**config.mk**
```make
export PLATFORM = sky130hd
export DESIGN_NAME = crc8_checked_word_deframer
export DESIGN_NICKNAME = d
export VERILOG_FILES = /design/src/sv/c8wd_pkg.sv /design/src/sv/c8wd_regs.sv /design/src/sv/crc8_checked_word_deframer.sv
export SDC_FILE = /design/constraint.sdc
export NUM_CORES = 1
export LEC_CHECK = 0
export ABC_AREA = 1
export BUFFER_PORTS_ARGS = -buffer_cell sky130_fd_sc_hd__buf_4
export CAP_MARGIN = 20
export CORE_UTILIZATION = 25
export CTS_CLUSTER_SIZE = 8
export DETAILED_ROUTE_END_ITERATION = 6
export SYNTH_ARGS = -nofsm -noshare
export SYNTH_HDL_FRONTEND = slang
export SYNTH_SLANG_ARGS = --single-unit
```
**constraint.sdc**
```tcl
create_clock -name clk -period 7.45 [get_ports clk]
set_input_delay 0.3725 -clock clk [delete_from_list [all_inputs] [get_ports clk]]
set_output_delay 0.3725 -clock clk [all_outputs]
set_load 0.01 [all_outputs]
```
**src/sv/c8wd_pkg.sv**
```systemverilog
// shared types, register map and crc-8 byte update for the crc8 checked word deframer
package c8wd_pkg;

    localparam int WORD_BYTES_DEF = 2;
    localparam int APB_ADDR_W     = 4;
    localparam int APB_DATA_W     = 32;
    localparam int MAX_WORDS      = 8;

    localparam logic [7:0] CRC_INIT_RST  = 8'hFF;
    localparam logic [7:0] CRC_POLY_RST  = 8'h31;
    localparam logic [3:0] WORDS_PER_RST = 4'd2;

    // register index, byte address is 4 * index
    typedef enum logic [1:0] {
        REG_CRC_INIT   = 2'd0,
        REG_CRC_POLY   = 2'd1,
        REG_WORDS_PER  = 2'd2
    } reg_idx_t;

    typedef struct packed {
        logic [7:0] crc_init;
        logic [7:0] crc_poly;
        logic [3:0] words_per_frame;
    } cfg_t;

    // msb-first crc-8 over one byte, eight shift/xor steps flattened to xor logic
    function automatic logic [7:0] crc8_byte(input logic [7:0] crc_in,
                                             input logic [7:0] data,
                                             input logic [7:0] poly);
        logic [7:0] c;
        c = crc_in ^ data;
        for (int i = 0; i < 8; i++) begin
            if (c[7])
                c = {c[6:0], 1'b0} ^ poly;
            else
                c = {c[6:0], 1'b0};
        end
        return c;
    endfunction

endpackage

```
**src/sv/c8wd_regs.sv**
```systemverilog
// apb configuration registers of the crc8 checked word deframer
module c8wd_regs (
    input  logic                            clk,
    input  logic                            rst_n,
    input  logic                            psel,
    input  logic                            penable,
    input  logic                            pwrite,
    input  logic [c8wd_pkg::APB_ADDR_W-1:0] paddr,
    input  logic [c8wd_pkg::APB_DATA_W-1:0] pwdata,
    output logic [c8wd_pkg::APB_DATA_W-1:0] prdata,
    output logic                            pready,
    output c8wd_pkg::cfg_t                  cfg
);
    import c8wd_pkg::*;

    cfg_t       cfg_reg;
    cfg_t       cfg_next;
    logic       wr_en;
    logic [1:0] reg_idx;

    assign pready  = 1'b1;
    assign wr_en   = psel && penable && pwrite && pready;
    assign reg_idx = paddr[3:2];

    always_comb
    begin
        cfg_next = cfg_reg;
        if (wr_en)
        begin
            unique case (reg_idx)
                REG_CRC_INIT:  cfg_next.crc_init        = pwdata[7:0];
                REG_CRC_POLY:  cfg_next.crc_poly        = pwdata[7:0];
                REG_WORDS_PER: cfg_next.words_per_frame = pwdata[3:0];
                default:       cfg_next                 = cfg_reg;
            endcase
        end
    end

    always_comb
    begin
        unique case (reg_idx)
            REG_CRC_INIT:  prdata = {{(APB_DATA_W-8){1'b0}}, cfg_reg.crc_init};
            REG_CRC_POLY:  prdata = {{(APB_DATA_W-8){1'b0}}, cfg_reg.crc_poly};
            REG_WORDS_PER: prdata = {{(APB_DATA_W-4){1'b0}}, cfg_reg.words_per_frame};
            default:       prdata = '0;
        endcase
    end

    always_ff @(posedge clk or negedge rst_n)
    begin
        if (!rst_n)
        begin
            cfg_reg.crc_init        <= CRC_INIT_RST;
            cfg_reg.crc_poly        <= CRC_POLY_RST;
            cfg_reg.words_per_frame <= WORDS_PER_RST;
        end
        else
        begin
            cfg_reg <= cfg_next;
        end
    end

    assign cfg = cfg_reg;

endmodule

```
**src/sv/crc8_checked_word_deframer.sv**
```systemverilog
// top level of the crc8 checked word deframer: byte pipeline, crc check and result register
//
// takes one sensor response byte per request and returns one result per crc byte. a word
// is WORD_BYTES data bytes followed by a crc byte; the crc-8 (msb first, programmable
// init and polynomial, implicit x^8) runs over the data bytes and restarts from crc_init
// at every word. each result carries the big-endian word (the last two data bytes), the
// crc match flag, the word's index in the response, a running frame_ok flag and a
// last_word flag once words_per_frame words are done (0 counts as 1, above 8 as 8).
// frame_start on a byte drops any partial word and starts the response over with that
// byte. the block sustains one byte per cycle unless the input stage holds: a request is
// registered in the input stage, then the crc-8 byte update (a flattened xor network)
// and the word bookkeeping run into the result register. the input stage only holds
// when a crc byte meets a full, stalled result register. configuration goes through
// the apb port at byte addresses 0, 4 and 8; the user must write it only while no
// request is in flight, which the block itself does not enforce.
module crc8_checked_word_deframer #(
    parameter int WORD_BYTES = c8wd_pkg::WORD_BYTES_DEF
) (
    input  logic                            clk,
    input  logic                            rst_n,
    // apb configuration port
    input  logic                            psel,
    input  logic                            penable,
    input  logic                            pwrite,
    input  logic [c8wd_pkg::APB_ADDR_W-1:0] paddr,
    input  logic [c8wd_pkg::APB_DATA_W-1:0] pwdata,
    output logic [c8wd_pkg::APB_DATA_W-1:0] prdata,
    output logic                            pready,
    // byte input channel
    input  logic                            in_valid,
    output logic                            in_stall,
    input  logic [7:0]                      rx_byte,
    input  logic                            frame_start,
    // word result channel
    output logic                            out_valid,
    input  logic                            out_stall,
    output logic [15:0]                     word_value,
    output logic                            crc_ok,
    output logic [2:0]                      word_index,
    output logic                            frame_ok,
    output logic                            last_word
);
    import c8wd_pkg::*;

    localparam int PhaseW = $clog2(WORD_BYTES + 1);
    localparam logic [PhaseW-1:0] PhaseCrc = PhaseW'(WORD_BYTES);

    cfg_t cfg;

    c8wd_regs u_regs (
        .clk     (clk),
        .rst_n   (rst_n),
        .psel    (psel),
        .penable (penable),
        .pwrite  (pwrite),
        .paddr   (paddr),
        .pwdata  (pwdata),
        .prdata  (prdata),
        .pready  (pready),
        .cfg     (cfg)
    );

    // input stage
    logic       s1_valid_reg, s1_valid_next;
    logic [7:0] s1_byte_reg;
    logic       s1_start_reg;
    logic       in_fire;
    logic       s1_adv;

    // word state
    logic [PhaseW-1:0] phase_reg, phase_next;
    logic [7:0]        crc_reg, crc_next;
    logic [7:0]        high_reg, high_next;
    logic [7:0]        low_reg, low_next;
    logic [2:0]        wc_reg, wc_next;
    logic              good_reg, good_next;

    // result register
    logic        out_valid_reg, out_valid_next;
    logic [15:0] res_word_reg;
    logic        res_ok_reg;
    logic [2:0]  res_idx_reg;
    logic        res_fok_reg;
    logic        res_last_reg;

    // frame-start adjusted view of the state
    logic [PhaseW-1:0] phase_eff;
    logic [2:0]        wc_eff;
    logic              good_eff;
    logic              is_crc;
    logic              out_load;
    logic [3:0]        frame_len;
    logic              word_ok;
    logic              word_fok;
    logic              word_last;

    assign phase_eff = s1_start_reg ? '0 : phase_reg;
    assign wc_eff    = s1_start_reg ? 3'd0 : wc_reg;
    assign good_eff  = s1_start_reg ? 1'b1 : good_reg;
    assign is_crc    = (phase_eff == PhaseCrc);

    // a crc byte may only leave the input stage if the result register can take it
    assign s1_adv   = s1_valid_reg && !(is_crc && out_valid_reg && out_stall);
    assign in_stall = s1_valid_reg && !s1_adv;
    assign in_fire  = in_valid && !in_stall;
    assign out_load = s1_adv && is_crc;

    // clamp words_per_frame to 1..8
    always_comb
    begin
        priority if (cfg.words_per_frame == 4'd0)
            frame_len = 4'd1;
        else if (cfg.words_per_frame > 4'(MAX_WORDS))
            frame_len = 4'(MAX_WORDS);
        else
            frame_len = cfg.words_per_frame;
    end

    assign word_ok   = (crc_reg == s1_byte_reg);
    assign word_fok  = good_eff && word_ok;
    assign word_last = ({1'b0, wc_eff} + 4'd1) >= frame_len;

    // state update for the byte in the input stage
    always_comb
    begin
        phase_next = phase_reg;
        crc_next   = crc_reg;
        high_next  = high_reg;
        low_next   = low_reg;
        wc_next    = wc_reg;
        good_next  = good_reg;
        if (s1_adv)
        begin
            wc_next   = wc_eff;
            good_next = good_eff;
            if (!is_crc)
            begin
                // data byte: crc restarts from crc_init on the first byte of a word
                if (phase_eff == '0)
                begin
                    crc_next  = crc8_byte(cfg.crc_init, s1_byte_reg, cfg.crc_poly);
                    high_next = 8'd0;
                end
                else
                begin
                    crc_next  = crc8_byte(crc_reg, s1_byte_reg, cfg.crc_poly);
                    high_next = low_reg;
                end
                low_next   = s1_byte_reg;
                phase_next = phase_eff + PhaseW'(1);
            end
            else
            begin
                // crc byte closes the word
                phase_next = '0;
                if (word_last)
                begin
                    wc_next   = 3'd0;
                    good_next = 1'b1;
                end
                else
                begin
                    wc_next   = wc_eff + 3'd1;
                    good_next = word_fok;
                end
            end
        end
    end

    always_comb
    begin
        priority if (in_fire)
            s1_valid_next = 1'b1;
        else if (s1_adv)
            s1_valid_next = 1'b0;
        else
            s1_valid_next = s1_valid_reg;
    end

    always_comb
    begin
        priority if (out_load)
            out_valid_next = 1'b1;
        else if (!out_stall)
            out_valid_next = 1'b0;
        else
            out_valid_next = out_valid_reg;
    end

    always_ff @(posedge clk or negedge rst_n)
    begin
        if (!rst_n)
        begin
            s1_valid_reg  <= 1'b0;
            out_valid_reg <= 1'b0;
            phase_reg     <= '0;
            crc_reg       <= CRC_INIT_RST;
            high_reg      <= 8'd0;
            low_reg       <= 8'd0;
            wc_reg        <= 3'd0;
            good_reg      <= 1'b1;
        end
        else
        begin
            s1_valid_reg  <= s1_valid_next;
            out_valid_reg <= out_valid_next;
            phase_reg     <= phase_next;
            crc_reg       <= crc_next;
            high_reg      <= high_next;
            low_reg       <= low_next;
            wc_reg        <= wc_next;
            good_reg      <= good_next;
        end
    end

    // payload registers, no reset
    always_ff @(posedge clk)
    begin
        if (in_fire)
        begin
            s1_byte_reg  <= rx_byte;
            s1_start_reg <= frame_start;
        end
        if (out_load)
        begin
            res_word_reg <= {high_reg, low_reg};
            res_ok_reg   <= word_ok;
            res_idx_reg  <= wc_eff;
            res_fok_reg  <= word_fok;
            res_last_reg <= word_last;
        end
    end

    assign out_valid  = out_valid_reg;
    assign word_value = res_word_reg;
    assign crc_ok     = res_ok_reg;
    assign word_index = res_idx_reg;
    assign frame_ok   = res_fok_reg;
    assign last_word  = res_last_reg;

    // input stage only holds behind a full, stalled result register
    a_stall_cause: assert property (@(posedge clk) disable iff (!rst_n)
        in_stall |-> (s1_valid_reg && out_valid_reg && out_stall))
        else $error("input stall without a blocked result");

    // a result that leaves with frame_ok must have matched its own crc
    a_fok_implies_ok: assert property (@(posedge clk) disable iff (!rst_n)
        (out_valid_reg && res_fok_reg) |-> res_ok_reg)
        else $error("frame_ok set on a word with a crc mismatch");

    // the last word of a response resets the word count and the frame flag
    a_last_clears: assert property (@(posedge clk) disable iff (!rst_n)
        (out_load && word_last) |=> (wc_reg == 3'd0 && good_reg && phase_reg == '0))
        else $error("word state not cleared after the last word");

    // a loaded result is not dropped while stalled
    a_result_held: assert property (@(posedge clk) disable iff (!rst_n)
        (out_valid_reg && out_stall) |=> out_valid_reg)
        else $error("result lost while stalled");

endmodule
```
Word level (Yosys, flattened, before mapping) --
Cells that the tools add are included.
Storage, ports and cells: memories 0, RAM bits 0, bits of input ports 52, output and inout port bits 57, logic and storage cells 142, flip-flop bits (word level) 83, memory bits (read-only) 0, bits in latches 0
Operators by class: $mul 0, divide/modulo/power cells 0, bitwise logic cells 19, add/subtract/negate cells 3, multiplexer cells 75, magnitude comparators 2, shift operators 0, equality and inequality tests 5, reduce and logical (&&, ||, !) cells 20
Operators with widths (count):
- $mux W8 | 60
- $xor A8 B8 Y8 | 18
- $pmux W8 S3 | 1
- $logic_and A1 B1 Y1 | 9
- $mux W3 | 3
- $eq A8 B8 Y1 | 1
- $mux W4 | 2
- $reduce_and A2 Y1 | 4
- $mux W1 | 7
- $add A3 B1 Y4 const B | 1
- $eq A2 B2 Y1 const B | 2
- $ge A4 B4 Y1 | 1
- $gt A4 B4 Y1 const B | 1
- $logic_not A2 Y1 | 2
- $logic_not A4 Y1 | 1
- $mux W2 | 2
- $add A3 B1 Y3 const B | 1
- $logic_not A1 Y1 | 3
- $add A2 B1 Y2 const B | 1
- $eq A2 B1 Y1 const B | 1
- $ne A2 B1 Y1 const B | 1
- $reduce_bool A2 Y1 | 1
- $not A1 Y1 | 1

Longest topological paths before layout --
depth after elaboration 40, depth in mapped cells 32

Hierarchy --
A second synthesis with hierarchy kept.
Unflattened totals: cells, all modules 968, area total of the unflattened synthesis 6523.8 um^2
By module, submodules not included:
- crc8_checked_word_deframer | cells each 815, times used 1, area an instance 5371.4 um^2, sequential area each 1742.9 um^2
- c8wd_regs | cells each 153, times used 1, area an instance 1152.4 um^2, sequential area each 515.5 um^2

Least setup slack after synthesis --
Ideal clock, no wire load.
kind register to register, start point reg u_regs.cfg_reg, in the netlist u_regs.cfg[19], end point reg crc_reg[6], cell stages (with the launch flop) 29, setup time 0.076 ns, arrival time 2.768 ns, data required time 7.374 ns, period minus slack after synthesis 2.844 ns, path buffers 3, path slack 4.606 ns, cell sequence dfstp_2 inv_1 nand2_1 nand2_2 buf_6 nand3_1 nand2_2 nand2_2 inv_2 nor2_4 nand3_2 nand2_2 buf_6 nand2_1 nand2_1 nand2_2 nand2_4 nand3_4 nand2_4 inv_4 nor2_8 nand3_4 nand2_4 buf_8 nand3_1 nand3_1 nand2_1 nand2_1 nand2_1
On the way: longest elaborated chain between the ends 37
RTL lines:
- start: declaration | RTL line c8wd_regs.sv:16 | cfg_t cfg_reg;
- start signal: assignment | RTL line c8wd_regs.sv:59 | cfg_reg <= cfg_next;
- $xor A8 B8 Y8 (*) | RTL line c8wd_pkg.sv:31 | c = crc_in ^ data;
- $mux W8 (*) | RTL line c8wd_pkg.sv:33 | if (c[7])
- $mux W8 (*) | RTL line crc8_checked_word_deframer.sv:139 | if (phase_eff == '0)
- $mux W8 (*) | RTL line crc8_checked_word_deframer.sv:136 | if (!is_crc)
- $mux W8 (*) | RTL line crc8_checked_word_deframer.sv:132 | if (s1_adv)
- $mux W8 (*) | RTL line c8wd_pkg.sv:33
- $mux W8 (*) | RTL line crc8_checked_word_deframer.sv:139
- $mux W8 (*) | RTL line crc8_checked_word_deframer.sv:136
- [... 21 more ...]
- $xor A8 B8 Y8 / $mux W8 (equally long branches) | RTL line c8wd_pkg.sv:34, crc8_checked_word_deframer.sv:132
- $mux W8 (*) | RTL line c8wd_pkg.sv:33
- $mux W8 (*) | RTL line crc8_checked_word_deframer.sv:139
- $mux W8 (*) | RTL line crc8_checked_word_deframer.sv:136
- $mux W8 (*) | RTL line crc8_checked_word_deframer.sv:132
- $xor A8 B8 Y8 / $mux W8 (equally long branches) | RTL line c8wd_pkg.sv:34, crc8_checked_word_deframer.sv:132
- $mux W8 (*) | RTL line c8wd_pkg.sv:33
- $mux W8 (*) | RTL line crc8_checked_word_deframer.sv:139
- end signal: assignment | RTL line crc8_checked_word_deframer.sv:208 | crc_reg <= crc_next;
- end: declaration | RTL line crc8_checked_word_deframer.sv:72 | logic [7:0] crc_reg, crc_next;
Every way passes the cells marked *; elsewhere a longest branch is shown, timed or not. The select of a mux whose other input is x is not followed. A chain may end at the register's enable or synchronous reset.

Final worst setup path --
start point reg u_regs.cfg_reg, in the netlist u_regs.cfg[9], end point reg crc_reg[7]
On the way: longest elaborated chain between the ends 37
RTL lines:
- $xor A8 B8 Y8 | RTL line c8wd_pkg.sv:34 | c = {c[6:0], 1'b0} ^ poly;
- $mux W8 | RTL line c8wd_pkg.sv:33
- $mux W8 | RTL line crc8_checked_word_deframer.sv:139
- $mux W8 | RTL line crc8_checked_word_deframer.sv:136
- $mux W8 | RTL line crc8_checked_word_deframer.sv:132
- $xor A8 B8 Y8 | RTL line c8wd_pkg.sv:34
- $mux W8 | RTL line c8wd_pkg.sv:33
- $mux W8 | RTL line crc8_checked_word_deframer.sv:139
- [... 21 more ...]
- $xor A8 B8 Y8 | RTL line c8wd_pkg.sv:34
- $mux W8 | RTL line c8wd_pkg.sv:33
- $mux W8 | RTL line crc8_checked_word_deframer.sv:139
- $mux W8 | RTL line crc8_checked_word_deframer.sv:136
- $mux W8 | RTL line crc8_checked_word_deframer.sv:132
- $xor A8 B8 Y8 | RTL line c8wd_pkg.sv:34
- $mux W8 | RTL line c8wd_pkg.sv:33
- $mux W8 (*) | RTL line crc8_checked_word_deframer.sv:139
Marked as above.

==> results.toml <==
[placement]
buffer_ports.inserted = 57
detailedPlace.worstSlack_ns = 3.598
post-dp-hpwl_um = 12530
finalWeightedCongestion = 0.8705

[floorplanning]
num_rows = 59
die-area_sq_mm = 0.02717
core_area_sq_mm = 0.02606
floorplan.die.height_um = 164.8
floorplan.initialDensity = 0.2544
die_w_um = 164.8
io_pins = 109

[cts]
clock-root-buffer = "clkbuf_16"
post_cts_clock_slew_at_the_launch_and_capture_registers_of_the_worst_setup_and_hold_paths_ns = 0.07
worst_skew_pair.late_latency_ns = 0.33
cts-hold-fix-buffers = 0
cts.htree.levels = 3
cts_tree = "yes"
cts_setup_buffers = 0
cts.path.max_buffers = 2
clock_buffer_count_from_cts = 9
cts.sink_count = 83
ctsResizeCount = 0

[worst_setup_path]
timing.critical_path.arrival_ns = 4.15
maximum_fanout_encountered_on_the_critical_timing_path = 23
endpoint_kind_of_the_worst_setup_timing_path = "flop"
category_of_the_critical_setup_timing_path = "reg2reg"
regToRegSetupSlack_ns = 3.55
cp_data_required_time_ns = 7.71
crit_path_start_kind = "flop"

[synth]
synth-seq-area-share = 0.3407
synth.top_cells.by_count = "nand2_1 (311), nand3_1 (128), inv_1 (97)"
synth_cell_type_count = 45
yosysWarnings = 0
synth.top_cell.area_share = 0.1761
ys_seq_elements = 83
postSynth.asyncResetShare = 0.6265
syn_area_per_cell_sq_um = 7.105
dominantRegCellSynth = "edfxtp_1"
postSynthCellCount = 933
post_synth_main_area_contributors = "nand2_1 (18%), edfxtp_1 (14%), dfrtp_1 (12%)"
synth_enable_flop_cells = 31
synth_largest_area_cell = "nand2_1"
syn_area_sq_mm = 0.006629
post-synth-top-count-cell = "nand2_1"

[drt]
via_count_normalized_by_instance_count = 4.470
detailedRoute.firstPassIterationCount = 5
drc = 0
drt-initial-drc-count = 403
routedWlPerCell_um = 13.09
drt_wl_total_um = 17220
ant_nets = 0
route.vias.total = 5882

[layout]
drive_gt1_frac = 0.1814
layout-area-overhead-vs-synth_pct = 14.55
layout.nets = 1033
post-route-util = 0.2914
antenna_cells_inserted = 0
largest_reg_flops = 20

[sta]
hold_slack_ns = 0.08083
grt_setup_unrepaired = "false"
final_period_minus_worst_setup_slack_ns = 3.895
setup-violations-final = 0
max_freq_mhz = 256.7
timing.max_slew.rel_slack = 0.3840
final_critical_path_setup_slack_ns = 3.555
timing.clock.skew_ns = 0.008321
final_hold_violation_count = 0
finalCritPeriodShare = 0.5228
report.final.slew_viol_count = 0
tns_ns = 0
worst-slew-pin-transition_ns = 0.9230

[global_routing]
grt_antenna_before_repair = 0
grt_use_total = 0.1297
globalRoute.totalOverflow = 0
wire_length_of_the_first_global_routing_pass_um = 27730
grt_max_degree = 53
grt_pass1_vias = 5299

[status]
status = "finished, final reports clean"

[worst_hold_path]
worst_hold_path_type = "in2async"

[pwr]
power.density_cell_area_mw_per_mm2 = 413.5
power_leakage_nw = 3.685
design_power_total_mw = 3.140
highest_ir_drop_seen_on_vdd_mv = 0.1246

[job]
maxCapViolCount = 0
## cell families after synthesis
group / Yosys count / share of synthesized area
AO/OA/AOI/OAI: 63 / 0.05228
buffers and inverters: 164 / 0.1159
adder cells (fa/ha/maj): 5 / 0.009438
other: 2 / 0.001133
AND/OR/NAND/NOR: 551 / 0.3896
XOR/XNOR: 65 / 0.09098
flip-flops: 83 / 0.3407
## placed cells by master, fill, tap and decap left out, types with 2 or more instances in the layout
cell and n:
xor2_1 26, nand2_2 25, dfrtp_1 31, edfxtp_1 31, nand4_1 2, nand3_1 128, a21oi_1 3, nor2_2 9
nand3_4 4, o22ai_1 4, nand2_1 311, xnor2_1 36, o21ai_0 44, nor2_1 43, nand3_2 11, nor2_4 2
inv_2 12, dfstp_2 21, o211ai_1 3, o221ai_1 2, nand2_4 9, inv_1 97, o21ai_1 3, ha_1 5
buf_4 62, inv_4 3, nor2_8 3, conb_1 25, clkbuf_16 13
## area by class of cell
| cell class | count | area (sq um) |
|---|---|---|
| tap | 335 | 419.2 |
| clock inverter | 3 | 17.52 |
| clock buffer | 13 | 325.3 |
| timing repair buffer | 62 | 465.4 |
| inverter | 111 | 419.2 |
| multi-input combinational | 709 | 3689 |
| sequential | 83 | 2258 |
| fill | 2818 | 18470 |
## through the flow
stage | cells | instance area [sq um]
detailed placement | 1300 | 7251
finish | 1316 | 7594
global placement | 1300 | 7251
global route | 1316 | 7594
floorplan | 956 | 6715
CTS | 1316 | 7594
## worst max-delay path, cell delays in order, from the launching register on
cell and delay (ns):
dfstp_2 0.90, inv_2 0.25, o21ai_1 0.19, nand2_1 0.14
xor2_2 0.22, nand2_2 0.12, inv_2 0.07, nor2_8 0.17
nand3_4 0.16, nand3_4 0.14, inv_1 0.06, nand2_2 0.10
nand3_2 0.10, nand2_1 0.18, nand3_2 0.15, nand2_4 0.15
inv_2 0.07, nor2_8 0.15, nand3_1 0.09, nand3_1 0.14
nand2_1 0.09, nand2_1 0.07, nand2_1 0.07
## final timing paths
kind | from | end | depth (start not counted)
min reg2reg | high_reg[6] | word_value[14] | 0
min in group clk | frame_start | s1_start_reg | 1
max reg2reg | u_regs.cfg[9] | crc_reg[7] | 22
min | rst_n | wc_reg[0] | 1
max | u_regs.cfg[9] | crc_reg[7] | 22
max in group asynchronous | rst_n | low_reg[1] | 1
## power breakdown
group	total, mW	switching (mW)	internal (mW)
sequential	0.646	0.0809	0.566
combinational	2.00	1.33	0.679
clock	0.489	0.182	0.307
## routing by layer
metal,vias to the layer above,track usage,share of wire
li1,2988,-,-
met3,12,0.02260,0.051
met5,-,0,0
met2,163,0.2091,0.46
met4,0,0.01668,0.0065
met1,2719,0.1840,0.48
(Power assumes the default switching activity.)
